## src/sv/cvm_pkg.sv

```systemverilog
// Package: shared types, codes and reset values of the CO2 vent mode controller.
`default_nettype none
package cvm_pkg;

	// Event kinds carried by the func field
	localparam logic [1:0] FUNC_TICK   = 2'd0;
	localparam logic [1:0] FUNC_MODE   = 2'd1;
	localparam logic [1:0] FUNC_MANUAL = 2'd2;

	// Configuration register indexes
	localparam logic [1:0] CFG_CO2_OPEN     = 2'd0;
	localparam logic [1:0] CFG_CO2_COOLDOWN = 2'd1;
	localparam logic [1:0] CFG_TIMED_OPEN   = 2'd2;
	localparam logic [1:0] CFG_TIMED_CLOSED = 2'd3;

	localparam int CFG_IDX_W  = 2;
	localparam int CFG_DATA_W = 8;
	localparam int PCNT_W     = 8;
	localparam int CCNT_W     = 9;

	// Reset values of the configuration registers
	localparam logic [CFG_DATA_W-1:0] RST_CO2_OPEN     = 8'd10;
	localparam logic [CFG_DATA_W-1:0] RST_CO2_COOLDOWN = 8'd5;
	localparam logic [CFG_DATA_W-1:0] RST_TIMED_OPEN   = 8'd5;
	localparam logic [CFG_DATA_W-1:0] RST_TIMED_CLOSED = 8'd10;

	typedef enum logic [1:0] {
		MODE_CO2    = 2'd0,
		MODE_TIMER  = 2'd1,
		MODE_MANUAL = 2'd2
	} mode_t;

	typedef enum logic [1:0] {
		PH_WAIT = 2'd0,
		PH_OPEN = 2'd1,
		PH_COOL = 2'd2
	} phase_t;

	typedef struct packed {
		logic [CFG_DATA_W-1:0] co2_open_ticks;
		logic [CFG_DATA_W-1:0] co2_cooldown_ticks;
		logic [CFG_DATA_W-1:0] timed_open_ticks;
		logic [CFG_DATA_W-1:0] timed_closed_ticks;
	} cfg_t;

	typedef struct packed {
		logic   vent_open;
		mode_t  op_mode;
		phase_t co2_phase;
	} status_t;

endpackage
`default_nettype wire

```

## src/sv/cvm_if.sv

```systemverilog
// Interfaces: event and result channels of the CO2 vent mode controller.
`default_nettype none
interface cvm_evt_if;
	logic       valid;
	logic       ready;
	logic [1:0] func;
	logic       co2_above;

	modport source (output valid, func, co2_above, input ready);
	modport sink   (input valid, func, co2_above, output ready);
endinterface

interface cvm_res_if;
	logic       valid;
	logic       ready;
	logic       vent_open;
	logic [1:0] op_mode;
	logic [1:0] co2_phase;

	modport source (output valid, vent_open, op_mode, co2_phase, input ready);
	modport sink   (input valid, vent_open, op_mode, co2_phase, output ready);
endinterface
`default_nettype wire

```

## src/sv/co2_vent_mode_controller_top.sv

```systemverilog
// Top level of the CO2 vent mode controller: config registers, core and result register.
//
// Usage:
//   evt carries one event word per handshake: func (0 tick, 1 mode button,
//   2 manual button) and co2_above, sampled only on a tick. res carries one
//   result word per event: vent_open, op_mode and co2_phase after the event.
//   The configuration port (cfg_we, cfg_index, cfg_wdata) writes one of the
//   four timing registers per cycle; write it only while no event is in flight.
//   The result of an event is registered: it is valid after the edge that
//   accepts it. One event is taken per cycle while the receiver keeps up, set by
//   the single result register, which refills in the cycle it is taken.
//   evt.ready is high while the result register is empty or being taken, so a
//   stalled receiver holds the result and stops new events, none are lost.
//   Reset clears the mode to CO2, the phase to waiting, both counters and the
//   servo drive, and loads the timing registers with 10, 5, 5 and 10.
`default_nettype none
module co2_vent_mode_controller_top
	import cvm_pkg::*;
(
	input  wire logic                  clk,
	input  wire logic                  arst_n,
	cvm_evt_if.sink                    evt,
	cvm_res_if.source                  res,
	input  wire logic                  cfg_we,
	input  wire logic [CFG_IDX_W-1:0]  cfg_index,
	input  wire logic [CFG_DATA_W-1:0] cfg_wdata
);

	cfg_t    cfg;
	status_t nxt;
	status_t res_q;
	logic    res_valid_q;
	logic    step;

	cvm_cfg u_cfg (
		.clk       (clk),
		.arst_n    (arst_n),
		.cfg_we    (cfg_we),
		.cfg_index (cfg_index),
		.cfg_wdata (cfg_wdata),
		.cfg       (cfg)
	);

	// Accept a word when the result register is free or drains this cycle
	assign evt.ready = !res_valid_q || res.ready;
	assign step      = evt.valid && evt.ready;

	cvm_core u_core (
		.clk       (clk),
		.arst_n    (arst_n),
		.step      (step),
		.func      (evt.func),
		.co2_above (evt.co2_above),
		.cfg       (cfg),
		.nxt       (nxt)
	);

	// Hold the result until the receiver takes it
	always_ff @(posedge clk or negedge arst_n) begin
		if (!arst_n) begin
			res_valid_q <= 1'b0;
		end else if (step) begin
			res_valid_q <= 1'b1;
		end else if (res.ready) begin
			res_valid_q <= 1'b0;
		end
	end

	always_ff @(posedge clk) begin
		if (step) begin
			res_q <= nxt;
		end
	end

	assign res.valid     = res_valid_q;
	assign res.vent_open = res_q.vent_open;
	assign res.op_mode   = res_q.op_mode;
	assign res.co2_phase = res_q.co2_phase;

	// An accepted word always yields a result in the next cycle
	a_accept_result: assert property (@(posedge clk) disable iff (!arst_n)
		step |=> res.valid)
		else $error("accepted event produced no result");

	// A tick in manual mode reports the vent open
	a_manual_open: assert property (@(posedge clk) disable iff (!arst_n)
		(step && evt.func == FUNC_TICK && res_valid_q && res_q.op_mode == MODE_MANUAL
			&& res.ready) |=> res.vent_open)
		else $error("manual tick did not open the vent");

	// A stalled result is not overwritten
	a_no_overrun: assert property (@(posedge clk) disable iff (!arst_n)
		(res_valid_q && !res.ready) |-> !step)
		else $error("event accepted while result stalled");

endmodule
`default_nettype wire

```

## src/sv/cvm_cfg.sv

```systemverilog
// Configuration register file: four 8-bit timing registers with a plain write port.
`default_nettype none
module cvm_cfg
	import cvm_pkg::*;
(
	input  wire logic                  clk,
	input  wire logic                  arst_n,
	input  wire logic                  cfg_we,
	input  wire logic [CFG_IDX_W-1:0]  cfg_index,
	input  wire logic [CFG_DATA_W-1:0] cfg_wdata,
	output cfg_t                       cfg
);

	cfg_t cfg_q;

	// Write the addressed register
	always_ff @(posedge clk or negedge arst_n) begin
		if (!arst_n) begin
			cfg_q.co2_open_ticks     <= RST_CO2_OPEN;
			cfg_q.co2_cooldown_ticks <= RST_CO2_COOLDOWN;
			cfg_q.timed_open_ticks   <= RST_TIMED_OPEN;
			cfg_q.timed_closed_ticks <= RST_TIMED_CLOSED;
		end else if (cfg_we) begin
			unique case (cfg_index)
				CFG_CO2_OPEN:     cfg_q.co2_open_ticks     <= cfg_wdata;
				CFG_CO2_COOLDOWN: cfg_q.co2_cooldown_ticks <= cfg_wdata;
				CFG_TIMED_OPEN:   cfg_q.timed_open_ticks   <= cfg_wdata;
				CFG_TIMED_CLOSED: cfg_q.timed_closed_ticks <= cfg_wdata;
				default:          cfg_q                    <= cfg_q;
			endcase
		end
	end

	assign cfg = cfg_q;

endmodule
`default_nettype wire

```

## src/sv/cvm_core.sv

```systemverilog
// Mode controller core: mode, CO2 phase, counters and servo state, updated once per word.
`default_nettype none
module cvm_core
	import cvm_pkg::*;
(
	input  wire logic       clk,
	input  wire logic       arst_n,
	input  wire logic       step,
	input  wire logic [1:0] func,
	input  wire logic       co2_above,
	input  wire cfg_t       cfg,
	output status_t         nxt
);

	mode_t             mode_q, mode_d;
	phase_t            phase_q, phase_d;
	logic [PCNT_W-1:0] pcnt_q, pcnt_d;
	logic [CCNT_W-1:0] ccnt_q, ccnt_d;
	logic              servo_q, servo_d;
	logic [CCNT_W-1:0] span;

	// Timer cycle length, 9-bit sum of open and closed phases
	assign span = {1'b0, cfg.timed_open_ticks} + {1'b0, cfg.timed_closed_ticks};

	// Work out the state after this event
	always_comb begin
		mode_d  = mode_q;
		phase_d = phase_q;
		pcnt_d  = pcnt_q;
		ccnt_d  = ccnt_q;
		servo_d = servo_q;
		case (func)
			FUNC_TICK: begin
				unique case (mode_q)
					MODE_CO2: begin
						unique case (phase_q)
							PH_WAIT: begin
								if (co2_above) begin
									servo_d = 1'b1;
									phase_d = PH_OPEN;
									pcnt_d  = '0;
								end else begin
									servo_d = 1'b0;
								end
							end
							PH_OPEN: begin
								if (pcnt_q >= cfg.co2_open_ticks) begin
									servo_d = 1'b0;
									phase_d = PH_COOL;
									pcnt_d  = '0;
								end else begin
									pcnt_d = pcnt_q + 1'b1;
								end
							end
							PH_COOL: begin
								if (pcnt_q >= cfg.co2_cooldown_ticks) begin
									phase_d = PH_WAIT;
								end else begin
									pcnt_d = pcnt_q + 1'b1;
								end
							end
							default: phase_d = phase_q;
						endcase
					end
					MODE_TIMER: begin
						// Open up to the threshold, closed until the span, then wrap to one
						if (ccnt_q <= {1'b0, cfg.timed_open_ticks}) begin
							servo_d = 1'b1;
							ccnt_d  = ccnt_q + 1'b1;
						end else if (ccnt_q < span) begin
							servo_d = 1'b0;
							ccnt_d  = ccnt_q + 1'b1;
						end else begin
							ccnt_d = {{(CCNT_W-1){1'b0}}, 1'b1};
						end
					end
					MODE_MANUAL: servo_d = 1'b1;
					default:     servo_d = servo_q;
				endcase
			end
			FUNC_MODE: begin
				if (mode_q == MODE_CO2) begin
					mode_d = MODE_TIMER;
					ccnt_d = '0;
				end else if (mode_q != MODE_MANUAL) begin
					mode_d  = MODE_CO2;
					phase_d = PH_WAIT;
					pcnt_d  = '0;
					ccnt_d  = '0;
				end
			end
			FUNC_MANUAL: begin
				if (mode_q == MODE_MANUAL) begin
					mode_d  = MODE_CO2;
					phase_d = PH_WAIT;
					pcnt_d  = '0;
					ccnt_d  = '0;
				end else begin
					mode_d = MODE_MANUAL;
				end
			end
			default: mode_d = mode_q;
		endcase
	end

	// Advance the state on each accepted word
	always_ff @(posedge clk or negedge arst_n) begin
		if (!arst_n) begin
			mode_q  <= MODE_CO2;
			phase_q <= PH_WAIT;
			pcnt_q  <= '0;
			ccnt_q  <= '0;
			servo_q <= 1'b0;
		end else if (step) begin
			mode_q  <= mode_d;
			phase_q <= phase_d;
			pcnt_q  <= pcnt_d;
			ccnt_q  <= ccnt_d;
			servo_q <= servo_d;
		end
	end

	assign nxt.vent_open = servo_d;
	assign nxt.op_mode   = mode_d;
	assign nxt.co2_phase = phase_d;

endmodule
`default_nettype wire
```

## src/flat_wrapper.sv

```systemverilog
// flat-port wrapper written by rule: the top's interface ports become plain ports
module co2_vent_mode_controller_top_flat import cvm_pkg::*;
  (clk, arst_n, cfg_we, cfg_index, cfg_wdata, evt_valid, evt_func, evt_co2_above, evt_ready, res_valid, res_vent_open, res_op_mode, res_co2_phase, res_ready);
  cvm_evt_if evt_i ();
  cvm_res_if res_i ();
  input  wire logic clk;
  input  wire logic arst_n;
  input  wire logic cfg_we;
  input  wire logic [CFG_IDX_W-1:0] cfg_index;
  input  wire logic [CFG_DATA_W-1:0] cfg_wdata;
  input wire logic [$bits(evt_i.valid)-1:0] evt_valid;
  input wire logic [$bits(evt_i.func)-1:0] evt_func;
  input wire logic [$bits(evt_i.co2_above)-1:0] evt_co2_above;
  output wire logic [$bits(evt_i.ready)-1:0] evt_ready;
  output wire logic [$bits(res_i.valid)-1:0] res_valid;
  output wire logic [$bits(res_i.vent_open)-1:0] res_vent_open;
  output wire logic [$bits(res_i.op_mode)-1:0] res_op_mode;
  output wire logic [$bits(res_i.co2_phase)-1:0] res_co2_phase;
  input wire logic [$bits(res_i.ready)-1:0] res_ready;
  assign evt_i.valid = evt_valid;
  assign evt_i.func = evt_func;
  assign evt_i.co2_above = evt_co2_above;
  assign evt_ready = evt_i.ready;
  assign res_valid = res_i.valid;
  assign res_vent_open = res_i.vent_open;
  assign res_op_mode = res_i.op_mode;
  assign res_co2_phase = res_i.co2_phase;
  assign res_i.ready = res_ready;
  co2_vent_mode_controller_top u_core (.clk(clk), .arst_n(arst_n), .evt(evt_i), .res(res_i), .cfg_we(cfg_we), .cfg_index(cfg_index), .cfg_wdata(cfg_wdata));
endmodule
```

## config.mk

```make
export PLATFORM = sky130hd
export DESIGN_NAME = co2_vent_mode_controller_top_flat
export DESIGN_NICKNAME = d
export VERILOG_FILES = /design/src/sv/cvm_pkg.sv /design/src/sv/cvm_if.sv /design/src/sv/co2_vent_mode_controller_top.sv /design/src/sv/cvm_cfg.sv /design/src/sv/cvm_core.sv /design/src/flat_wrapper.sv
export SDC_FILE = /design/constraint.sdc
export NUM_CORES = 1
export LEC_CHECK = 0
export ABC_AREA = 1
export BUFFER_PORTS_ARGS = -buffer_cell sky130_fd_sc_hd__buf_2
export CAP_MARGIN = 5
export CORE_UTILIZATION = 60
export CTS_BUF_LIST = sky130_fd_sc_hd__clkbuf_4
export DETAILED_ROUTE_END_ITERATION = 10
export PLACE_DENSITY = 0.84
export SLEW_MARGIN = 10
export SYNTH_ARGS = -nofsm -noshare
export SYNTH_HDL_FRONTEND = slang
export SYNTH_SLANG_ARGS = --single-unit
```

## constraint.sdc

```tcl
create_clock -name clk -period 5.5 [get_ports clk]
set_input_delay 1.1 -clock clk [delete_from_list [all_inputs] [get_ports clk]]
set_output_delay 1.1 -clock clk [all_outputs]
set_load 0.02 [all_outputs]
```

==> flow_summary_export.csv <==
group,metric,value,unit
floorplan,dieHeight,84.0,um
cells_and_area,final_layout_size_suffix_gt1_share,10.5,%
pwr,p_leak,2.38,nW
cts,cts_htree_levels,3,
cts,cts_root_buf,"clkbuf_4",
job,drv_cap,0,
floorplan,placementRows,29,
cts,numCtsBuffers,9,
critical_path,worstSetupStartpointType,"flop",
critical_path,endpoint_kind,"flop",
cts,post_cts_resized,0,
min_path,hold_path_class,"flop to flop",
placement,gp_congestion,0.860,
cts,cts_setup_buffers,0,
pwr,p_per_area,290,nW/um2
grt,grt_overflow,0,
cells_and_area,layout_common_cells,"nand2_1 (151), inv_1 (80), ha_1 (50)",
cells_and_area,fin_area,4340,um2
cells_and_area,finish.utilization,67.6,%
logic_synthesis,synth_top_flop_cell,"dfrtp_1",
logic_synthesis,synthCells,525,
floorplan,die_area,7050,um2
timing,finalSetupViolCount,0,
timing,worst_slew_pin_slew,0.710,ns
critical_path,cp.arrival,3.70,ns
critical_path,reg2reg_from,"u_core.u_cfg.cfg[8]$_DFFE_PN1P_",
routing,drtIter0Drc,197,
pwr,ir_worst_vdd,208,uV
timing,fin_tns_setup,0,ns
critical_path,critPathKind,"flop to flop",
logic_synthesis,synth_seq_cells,60,
grt,grt_pass1_vias,3303,
logic_synthesis,synth_area,4030,um2
critical_path,crit_chain,"ha_1 > inv_1 > fa_1 > o21ai_0 > a21oi_1 > o21bai_1 > a21o_1 > a21oi_1 > ha_1 > nand2_1 > nor2_1 > nand3_1 > nand3_1 > nand3_1 > a21oi_4 > nor3_1",
logic_synthesis,yosys_warnings,0,
critical_path,crit_path_max_fanout,7,
cts,clock_latency,0.41,ns
critical_path,critPathMaxStageDelay,0.56,ns
min_path,min_from,"u_core.u_cfg.cfg[31]$_DFFE_PN0P_",
timing,drv_slew,0,
grt,grt_usage,25.9,%
grt,grt_pass1_wl,14400,um
floorplan,core_area,6420,um2
logic_synthesis,ys_seq_area_share,38.1,%
critical_path,cp_data_required_time,5.80,ns
logic_synthesis,async_flop_share,91.7,%
routing,wl,8080,um
logic_synthesis,synth_edf_count,5,
cells_and_area,nets,625,
timing,relSlewSlack,52.1,%
routing,routedWlPerCell,12.7,um
routing,first_pass_iters,7,
critical_path,cp_slowest_cell,"dfstp_2",
logic_synthesis,syn_nets,594,
timing,max_freq,295,MHz
placement,pre_cts_ws,2.12,ns
grt,grt_max_degree,56,
routing,drc_errors,0,
placement,place.port_buffers,24,
logic_synthesis,syn_avg_cell_area,7.68,um2
cells_and_area,synthToLayoutAreaGrowth,7.67,%
routing,antenna_left,0,
floorplan,ioPinCount,25,
min_path,hold_end,"u_core.u_cfg.cfg[31]$_DFFE_PN0P_",
outcome,outcome,"finished, final reports clean",
floorplan,die_w,84.0,um
cts,clockBufferDepth,2,
cells_and_area,n_antenna_cell,0,
grt,antenna_found_initial,0,
logic_synthesis,synth.distinct_cells,34,
cells_and_area,final_common_cell,"nand2_1",
floorplan,initial_core_util,62.8,%
cts,cts.sinks,60,
critical_path,r2r_cells,16,
placement,hpwl,6180,um
timing,hold_violations,0,
critical_path,cpMostUsedCell,"nand3_1",
cts,ctsHoldBuffers,0,
critical_path,timing.rr.end,"u_core.u_core.ccnt_q[8]$_DFFE_PN0P_",
cells_and_area,nFillCells,557,
cts,cts_tree,"built",
timing,skew,0.00609,ns
critical_path,regToRegSetupSlack,2.11,ns
min_path,hold_path_depth,2,
routing,via_per_inst,5.33,
timing,fin_crit_sh,61.7,%
timing,rsz0062_at_grt,"no",
routing,via_count,3403,
timing,fin_crit,3.39,ns
cts,clkTransAtPathRegs,0.10,ns
placement,dpl-instance-area,4230,um2
timing,worst_slack,2.11,ns
## metrics by stage
step	hold slack (ns)	cells	power, mW
2_1_floorplan	0.453	525	0.885
3_3_place_gp	0.469	622	0.974
3_5_place_dp	0.473	622	1.00
4_1_cts	0.496	638	1.26
5_1_grt	0.505	638	1.36
6_report	0.491	638	1.26
## logic make-up (layout without fill, tap and decap cells)
logic type | after synthesis | after routing | synth area share (%)
buffers and inverters | 89 | 125 | 8.32
AOI/OAI and AO/OA | 71 | 71 | 9.62
adders and majority gates | 51 | 51 | 16.0
and+or+nand+nor | 237 | 237 | 24.2
DFF | 60 | 60 | 38.1
xor gates and xnor gates | 17 | 17 | 3.69
## layer usage
layer	global-route usage [%]	routed length, um	vias up
li1	-	-	1736
met1	33.0	3790	1584
met2	43.6	3850	69
met3	4.95	299	14
met4	10.2	141	0
met5	0	0	-
## cell type report
cell class	count	area, um2	share of cell area (%)
repair buffers	25	128	2.94
flip-flops and latches	60	1540	35.4
clock buffers	10	75.1	1.73
well taps	77	96.3	2.22
inverters	84	315	7.27
multi-input cells	376	2160	49.7
clock inverters	6	30.0	0.692
## report_power, final
part	switching, mW	total [mW]	internal (mW)
sequential	0.0605	0.578	0.518
clock	0.165	0.259	0.0936
combinational	0.259	0.421	0.162
total	0.484	1.26	0.773
## Yosys cell counts, types with 4 or more instances
cell type	number	share of area, %
nand2_1	151	14
inv_1	80	7.5
ha_1	50	16
dfrtp_1	47	29
o21ai_0	43	5.3
nor2_1	42	3.9
nand3_1	28	3.5
a21oi_1	18	2.2
xor2_1	12	2.6
dfstp_2	8	5.2
nand4_1	6	0.93
edfxtp_1	5	3.7
xnor2_1	5	1.1
clkbuf_1	4	0.37
## worst max-delay path: cells and delay by family (launching register included)
kind / cells / cell delay (ns)
compound gates: 6 / 1.09
fa+ha+maj: 3 / 0.87
buf+inv: 1 / 0.06
flops: 1 / 0.56
simple gates: 6 / 0.71
## worst max-delay path by stage
stage                                          startpoint                             endpoint  slack (ns)  depth (start not counted)
after detailed placement  u_core.u_cfg.cfg[8]$_DFFE_PN1P_  u_core.u_core.ccnt_q[8]$_DFFE_PN0P_        2.12                         16
after global placement    u_core.u_cfg.cfg[8]$_DFFE_PN1P_  u_core.u_core.ccnt_q[8]$_DFFE_PN0P_        2.31                         16
after CTS                 u_core.u_cfg.cfg[8]$_DFFE_PN1P_  u_core.u_core.ccnt_q[8]$_DFFE_PN0P_        2.11                         16
after global routing      u_core.u_cfg.cfg[8]$_DFFE_PN1P_  u_core.u_core.ccnt_q[6]$_DFFE_PN0P_        1.84                         16
after floorplan           u_core.u_cfg.cfg[8]$_DFFE_PN1P_       u_core.res.vent_open$_DFFE_PP_        2.51                         19
final                     u_core.u_cfg.cfg[8]$_DFFE_PN1P_  u_core.u_core.ccnt_q[8]$_DFFE_PN0P_        2.11                         16
## registers in the layout, summed over array words and instances, names as in the netlist
name	cells
u_core.res.co2_phase	2
u_core.res.op_mode	2
u_core.res.valid	1
u_core.res.vent_open	1
u_core.u_cfg.cfg	32
u_core.u_core.ccnt_q	9
u_core.u_core.mode_q	2
u_core.u_core.pcnt_q	8
u_core.u_core.phase_q	2
u_core.u_core.servo_q	1
Note: power is estimated with default switching activity, not from simulation.
